**config.mk**
```make
export PLATFORM = sky130hd
export DESIGN_NAME = sorted_priority_queue_unit
export DESIGN_NICKNAME = d
export VERILOG_FILES = /design/src/spqu_pkg.sv /design/src/spqu_cell.sv /design/src/sorted_priority_queue_unit.sv
export SDC_FILE = /design/constraint.sdc
export NUM_CORES = 2
export LEC_CHECK = 0
export BUFFER_PORTS_ARGS = -buffer_cell sky130_fd_sc_hd__buf_4
export CORE_MARGIN = 3
export CORE_UTILIZATION = 45
export CTS_BUF_LIST = sky130_fd_sc_hd__clkbuf_16
export DETAILED_ROUTE_END_ITERATION = 7
export PLACE_DENSITY = 0.71
export SYNTH_ARGS = -nofsm -noshare
export SYNTH_HDL_FRONTEND = slang
export SYNTH_SLANG_ARGS = --single-unit
```
**constraint.sdc**
```tcl
create_clock -name clk -period 5.3 [get_ports clk]
set_clock_uncertainty 0.05 [all_clocks]
set_input_delay 0 -clock clk [delete_from_list [all_inputs] [get_ports clk]]
set_output_delay 0 -clock clk [all_outputs]
set_load 0.1 [all_outputs]
```
**src/spqu_pkg.sv**
```systemverilog
// Shared types, codes and defaults of the sorted priority queue.
// No dependencies; used by the cell, the top level and the checker.
package spqu_pkg;

  localparam int DEPTH_DEFAULT = 16;
  localparam int PRIO_W        = 16;
  localparam int ID_W          = 8;
  localparam int KEY_W         = PRIO_W + ID_W;
  localparam int ERR_W         = 2;
  localparam int OCC_OUT_W     = 5;
  localparam int IN_DATA_W     = 24;
  localparam int OUT_DATA_W    = 64;

  localparam logic ACT_INSERT = 1'b0;
  localparam logic ACT_POP    = 1'b1;

  localparam logic [ERR_W-1:0] ERR_OK    = 2'd0;
  localparam logic [ERR_W-1:0] ERR_EMPTY = 2'd1;
  localparam logic [ERR_W-1:0] ERR_FULL  = 2'd2;

  typedef enum logic [1:0] {
    OP_HOLD,
    OP_INSERT,
    OP_POP
  } op_t;

  typedef struct packed {
    logic             valid;
    logic [KEY_W-1:0] key;
  } slot_t;

  typedef struct packed {
    op_t              op;
    logic [KEY_W-1:0] key;
  } cmd_t;

endpackage

```
**src/spqu_cell.sv**
```systemverilog
// One slot of the sorted chain: holds an entry, shifts right on insert, left on pop.
// Depends on spqu_pkg.
module spqu_cell (
  input  logic          clk,
  input  logic          rst,
  input  spqu_pkg::cmd_t  cmd,
  input  spqu_pkg::slot_t prev_slot,
  input  logic          prev_gt,
  input  spqu_pkg::slot_t next_slot,
  output spqu_pkg::slot_t slot,
  output spqu_pkg::slot_t slot_next,
  output logic          gt
);
  import spqu_pkg::*;

  logic             valid;
  logic [KEY_W-1:0] key;

  assign slot.valid = valid;
  assign slot.key   = key;
  assign gt         = !valid || (key > cmd.key);

  always_comb begin
    slot_next = slot;
    case (cmd.op)
      OP_INSERT: begin
        if (gt) begin
          if (prev_gt) begin
            slot_next = prev_slot;
          end else begin
            slot_next.valid = 1'b1;
            slot_next.key   = cmd.key;
          end
        end
      end
      OP_POP:  slot_next = next_slot;
      default: slot_next = slot;
    endcase
  end

  always_ff @(posedge clk) begin
    if (rst) begin
      valid <= 1'b0;
    end else begin
      valid <= slot_next.valid;
    end
  end

  always_ff @(posedge clk) begin
    key <= slot_next.key;
  end

endmodule

```
**src/sorted_priority_queue_unit.sv**
```systemverilog
// Sorted priority queue: a chain of DEPTH slot cells kept in ascending key order.
// Input channel s_* carries requests (s_tuser = action: 0 insert, 1 pop).
// Output channel m_* carries one result per request: popped entry, head after
//   the request, occupancy and an error code (pop when empty, insert when full).
// Each request is handled by a single cell update: all cells compare against the new key in
//   parallel and shift by one slot, so a request is accepted every cycle while
//   the result register is free or being drained.
// The result is registered: it appears on m_* in the cycle after the request is accepted.
// Throughput: one request per cycle while the output is not stalled.
// If the receiver stalls, the result holds in the output register and s_tready
//   drops until it is taken.
// Reset (rst, synchronous, active high) empties the queue and the result
//   register; stored keys are not cleared, only their valid bits.
// Depends on spqu_pkg and spqu_cell.
module sorted_priority_queue_unit #(
  parameter int DEPTH = spqu_pkg::DEPTH_DEFAULT
) (
  input  logic                            clk,
  input  logic                            rst,
  input  logic                            s_tvalid,
  output logic                            s_tready,
  // [15:0] key_priority, [23:16] process_id
  input  logic [spqu_pkg::IN_DATA_W-1:0]  s_tdata,
  // [0] action
  input  logic                            s_tuser,
  output logic                            m_tvalid,
  input  logic                            m_tready,
  // [1:0] error_code, [2] popped_valid, [18:3] popped_priority, [26:19] popped_id,
  // [27] head_valid, [43:28] head_priority, [51:44] head_id, [56:52] occupancy,
  // [63:57] zero
  output logic [spqu_pkg::OUT_DATA_W-1:0] m_tdata
);
  import spqu_pkg::*;

  localparam int OCC_W = $clog2(DEPTH + 1);

  slot_t            slot_cur [DEPTH];
  slot_t            slot_nxt [DEPTH];
  logic             gt       [DEPTH];
  cmd_t             cmd;
  logic             accept;
  logic             full;
  logic             empty;
  logic [KEY_W-1:0] new_key;
  logic [ERR_W-1:0] err;
  logic [OCC_W-1:0] occ;
  logic [OCC_W-1:0] occ_next;
  logic [31:0]      occ_wide;

  logic             out_valid;
  logic [OUT_DATA_W-1:0] out_data;
  logic [OUT_DATA_W-1:0] out_data_next;

  assign s_tready = !out_valid || m_tready;
  assign accept   = s_tvalid && s_tready;
  assign full     = slot_cur[DEPTH-1].valid;
  assign empty    = !slot_cur[0].valid;
  assign new_key  = {s_tdata[PRIO_W-1:0], s_tdata[PRIO_W +: ID_W]};

  always_comb begin
    cmd.op  = OP_HOLD;
    cmd.key = new_key;
    err     = ERR_OK;
    if (accept) begin
      if (s_tuser == ACT_INSERT) begin
        if (full) err = ERR_FULL;
        else      cmd.op = OP_INSERT;
      end else begin
        if (empty) err = ERR_EMPTY;
        else       cmd.op = OP_POP;
      end
    end
  end

  genvar i;
  generate
    for (i = 0; i < DEPTH; i++) begin : g_cell
      slot_t prev_s;
      slot_t next_s;
      logic  prev_g;
      if (i == 0) begin : g_first
        assign prev_s = '0;
        assign prev_g = 1'b0;
      end else begin : g_mid
        assign prev_s = slot_cur[i-1];
        assign prev_g = gt[i-1];
      end
      if (i == DEPTH - 1) begin : g_last
        assign next_s = '0;
      end else begin : g_inner
        assign next_s = slot_cur[i+1];
      end
      spqu_cell u_cell (
        .clk       (clk),
        .rst       (rst),
        .cmd       (cmd),
        .prev_slot (prev_s),
        .prev_gt   (prev_g),
        .next_slot (next_s),
        .slot      (slot_cur[i]),
        .slot_next (slot_nxt[i]),
        .gt        (gt[i])
      );
    end
  endgenerate

  always_comb begin
    case (cmd.op)
      OP_INSERT: occ_next = occ + OCC_W'(1);
      OP_POP:    occ_next = occ - OCC_W'(1);
      default:   occ_next = occ;
    endcase
  end

  assign occ_wide = 32'(occ_next);

  always_comb begin
    out_data_next         = '0;
    out_data_next[1:0]    = err;
    if (cmd.op == OP_POP) begin
      out_data_next[2]     = 1'b1;
      out_data_next[18:3]  = slot_cur[0].key[KEY_W-1:ID_W];
      out_data_next[26:19] = slot_cur[0].key[ID_W-1:0];
    end
    if (slot_nxt[0].valid) begin
      out_data_next[27]    = 1'b1;
      out_data_next[43:28] = slot_nxt[0].key[KEY_W-1:ID_W];
      out_data_next[51:44] = slot_nxt[0].key[ID_W-1:0];
    end
    out_data_next[56:52]  = occ_wide[OCC_OUT_W-1:0];
  end

  always_ff @(posedge clk) begin
    if (rst) begin
      occ       <= '0;
      out_valid <= 1'b0;
    end else begin
      occ <= occ_next;
      if (accept) begin
        out_valid <= 1'b1;
      end else if (m_tready) begin
        out_valid <= 1'b0;
      end
    end
  end

  always_ff @(posedge clk) begin
    if (accept) begin
      out_data <= out_data_next;
    end
  end

  assign m_tvalid = out_valid;
  assign m_tdata  = out_data;

endmodule

```
==> flow_results.org <==
** Setup path
- Cells along the critical path :: dlygate4sd3_1 -> buf_4 -> inv_1 -> buf_4 -> ha_1 -> nand4_1 -> nor4_1 -> o311ai_0 -> nand3_1 -> a21boi_0 -> a21o_1
- Reg-to-reg setup timing slack :: 1310 ps
- Arrival time worst endpoint :: 4390 ps
- Buffers plus inverters on the worst setup path :: 4
- The endpoint identified for the worst register-to-register timing path is g_cell[8].u_cell.key[18]$_DFFE_PP_.
- Critical register-to-register path startpoint :: g_cell[8].u_cell.key[18]$_DFFE_PP_
- The worst register-to-register path has a depth of 7.
- Kind of cell with the highest combined delay on the critical path :: compound AO/OA/AOI/OAI gates
- The worst setup path is of the in2reg kind.
- Data on the critical path is required at its endpoint by 5460 ps.
- Along the worst path, the maximum fanout reaches 24.
- STA classifies the critical path endpoint as a flip-flop.
- Worst-path cell with the longest stage delay :: a21o_1
- Critical path startpoint category :: primary input
- The most numerous cell type found on the critical path is buf_4.
- In this design, the stage delay of the slowest critical-path cell is 900 ps.

** Route
- Initial detailed-routing violation count :: 3,308
- The detail route stage leaves a number of antenna-violating nets equal to 0.
- Vias per cell :: 6.47
- The first detailed-routing pass ran for 8 iterations.
- After detailed routing, the average wire length per cell comes to 24.6 microns.
- For this run, design rule violations remaining after detail routing come to 0.
- The final layout contains routed wiring with a total length of 109,000 microns.
- Summing over every cut layer, the via total after detailed routing is 28,700.

** Logic synthesis
- Share of synthesized area occupied by flip-flops and latches :: 0.397
- Synth unique cells :: 65
- Number of synthesized register bits :: 463
- Dominant synthesized flop cell :: edfxtp_1
- Summing every instance area after synthesis gives 0.0339 sq mm.
- Synthesis produced a netlist whose cell count is 3,441.
- Yosys printed 0 warnings.
- Each instance of the synthesized netlist takes up on average 9.84 sq um.
- Proportion of register bits with asynchronous set or reset after synthesis :: 0
- Yosys mapped a number of flops with a built-in enable equal to 417.

** Min path
- Capture endpoint of the worst hold path :: m_tdata[1]$_SDFFCE_PP0P_
- Hold path start :: s_tuser
- Kind of path behind the tightest hold check :: in2reg
- The worst hold path was traced through 3 stages.

** Clocking
- The root buffer cell chosen for the clock tree is clkbuf_16.
- Number of sinks on the clock net :: 463
- The number of setup buffers added after CTS is 0.
- Once the clock tree was built, the resizer swapped 0 gates to a different size.
- For this design, the CTS-stage hold fixing added 28 buffers.
- H-tree lvl count :: 2
- Clock-pin slew was measured on the worst setup and hold paths at 60 ps.
- In this run, CTS created clock tree buffers numbering 52.
- Clock latency on the worst-skew pair :: 620 ps
- TritonCTS built the clock tree.
- The longest clock path from root to sink contains 3 buffers.

** Power
- Of the total power, registers draw 0.434.
- The analysis attributes to cell leakage a power of 15.7 nW.
- In this run the power density over the cells is 276 mW/mm^2.
- Part of the power in the clock network :: 0.389
- Across the VDD grid, the largest voltage drop is 0.232 mV.
- Combinational share of power :: 0.177
- The internal power of the cells totals 7.32 mW.
- Proportion of total power due to net switching :: 0.293
- For this design the total switching power over the nets is 3.03 mW.

** Floorplan
- Area of the die :: 0.0786 sq mm
- Initial cell density of the core :: 0.459
- Die Wd :: 280 microns
- The core region is 0.0737 sq mm.
- During I/O placement, the number of pins put on the boundary was 95.
- The floorplan step set the die height to 280 microns.
- FP Rows :: 99

** Timing
- Tightest Pin Transition :: 1250 ps
- The worst pin sits at a relative slew slack of 0.163.
- The number of hold violations in the final report is 0.
- Fmax :: 237 MHz
- Unrepaired setup endpoints after global routing :: false
- After routing, the total negative slack on setup checks comes to 0 ps.
- Final Max Tran Viols :: 0
- Of the available clock period, the critical path in the final layout requires 0.797.
- The worst path in the final design needs a cycle of 4220 ps, including I/O delays and setup.
- Number of setup violations in the final report :: 0

** GRT
- In the global route stage, overall resource usage came out at 0.269.
- Pin count of the biggest net entering global routing :: 175
- Overflow left after global routing :: 0
- The first global-routing pass estimated 165,000 microns of wire.
- Via count of the first global-routing pass :: 27,200
- Initial antenna violation count :: 0

** Placed design
- Routability-driven placement finished with a final weighted congestion of 0.956.
- Detailed placement ended at an HPWL of 81,300 microns.
- Placed instance count :: 4,311
- I/O Buffers :: 87

** Final layout
- In the layout the commonest cells are 417 x edfxtp_1, 387 x ha_1, 335 x nand2_1.
- Antenna Diode Count :: 0
- Non-filler cells in the finished layout :: 4,436
- In the final layout, the share of cells above drive strength 1 is 0.0912.
- The library cell used most frequently in the layout, excluding fill and tap cells, is edfxtp_1.
- Net count of the finished layout :: 3,853
- Area grow syn2layout :: 10.9%

** Job
- Max-Cap Viols :: 0

** Status
- Run status :: finished, final reports clean
-- layer usage --
metal / wire, microns / vias up / GRT usage
met1: 44400 / 13800 / 0.357
met2: 49800 / 1437 / 0.436
li1: - / 13200 / -
met4: 5640 / 0 / 0.126
met5: 0 / - / 0
met3: 9020 / 286 / 0.0371
-- worst max path at each step --
stage	from	to	slack, ps	cells past startpoint
finish	s_tdata[10]	g_cell[8].u_cell.key[18]$_DFFE_PP_	1080	11
global route	s_tdata[10]	g_cell[8].u_cell.key[18]$_DFFE_PP_	780	11
CTS	s_tdata[10]	g_cell[8].u_cell.key[18]$_DFFE_PP_	1040	11
detailed placement	s_tdata[10]	g_cell[8].u_cell.key[18]$_DFFE_PP_	1000	10
global placement	s_tdata[10]	g_cell[8].u_cell.key[3]$_DFFE_PP_	1000	10
floorplan	m_tvalid$_SDFFE_PP0P_	m_tdata[56]$_DFFE_PP_	210	15
-- worst register-to-register path: stages, from the launching register on --
cell and delay (ps):
edfxtp_1 440, ha_1 350, nand4_1 270, nor4_1 680, o311ai_0 440, nand3_1 210, a21boi_0 260, a21o_1 900
-- power by group through the flow --
stage | Combinational, mW | Clock, mW | Sequential, mW
after floorplan | 1.12 | 0 | 4.62
after global placement | 1.74 | 0 | 4.56
after detailed placement | 1.78 | 0 | 4.56
after CTS | 1.80 | 4.07 | 4.48
after global routing | 2.00 | 4.21 | 4.51
final | 1.83 | 4.03 | 4.49
-- synthesized netlist by cell type, drive strengths merged, types with 15 or more instances --
master,count,area share
clkbuf,219,0.024
o21ai,240,0.035
o2111ai,15,0.0039
buf,51,0.0097
a221o,46,0.014
a22oi,148,0.033
mux2,25,0.0083
nor3,82,0.012
a21o,32,0.0071
nor2b,56,0.010
nand2b,18,0.0033
nor2,146,0.016
mux2i,242,0.072
and2,56,0.010
a21oi,153,0.023
nand2,336,0.037
edfxtp,417,0.37
inv,76,0.0084
nor3b,138,0.031
o311ai,15,0.0041
dfxtp,46,0.027
nor4,21,0.0047
a22o,22,0.0057
a211oi,65,0.015
nand3,125,0.018
a31oi,77,0.014
nand4,106,0.020
ha,389,0.14
-- cell type report --
type / count / area (sq um)
tap: 959 / 1200
clock inverter: 42 / 497
multi-input combinational: 2638 / 19100
fill: 6637 / 36100
sequential: 463 / 13400
inverter: 76 / 294
timing repair buffer: 203 / 1620
clock buffer: 55 / 1380
-- flip-flops by register name (all words and copies together), names as in the netlist --
name / flops
g_cell.u_cell.key: 384
g_cell.u_cell.valid: 16
m_tdata: 57
m_tvalid: 1
occ: 5
-- per-stage QoR --
stage / area, sq um / util / power (mW) / setup WS, ps / hold WS [ps]
finish: 37600 / 0.510 / 10.4 / 1080 / 180
global route: 37600 / 0.510 / 10.7 / 785 / 178
CTS: 37600 / 0.510 / 10.4 / 1040 / 152
detailed placement: 35400 / 0.480 / 6.34 / 997 / 221
global placement: 35400 / 0.480 / 6.29 / 997 / 214
floorplan: 33900 / - / 5.75 / 213 / 21.6
-- kinds of logic (layout without fill, tap and decap cells) --
logic type / after synthesis / after routing / synth area share
AND/OR/NAND/NOR: 1107 / 1107 / 0.169
other: 1 / 7 / 0.000111
multiplexers: 267 / 267 / 0.0799
AO/OA/AOI/OAI: 863 / 863 / 0.167
flip-flops: 463 / 463 / 0.397
XOR/XNOR: 4 / 4 / 0.00103
buffers and inverters: 346 / 376 / 0.0424
adder cells (fa/ha/maj): 390 / 390 / 0.144
(Power assumes the default switching activity.)
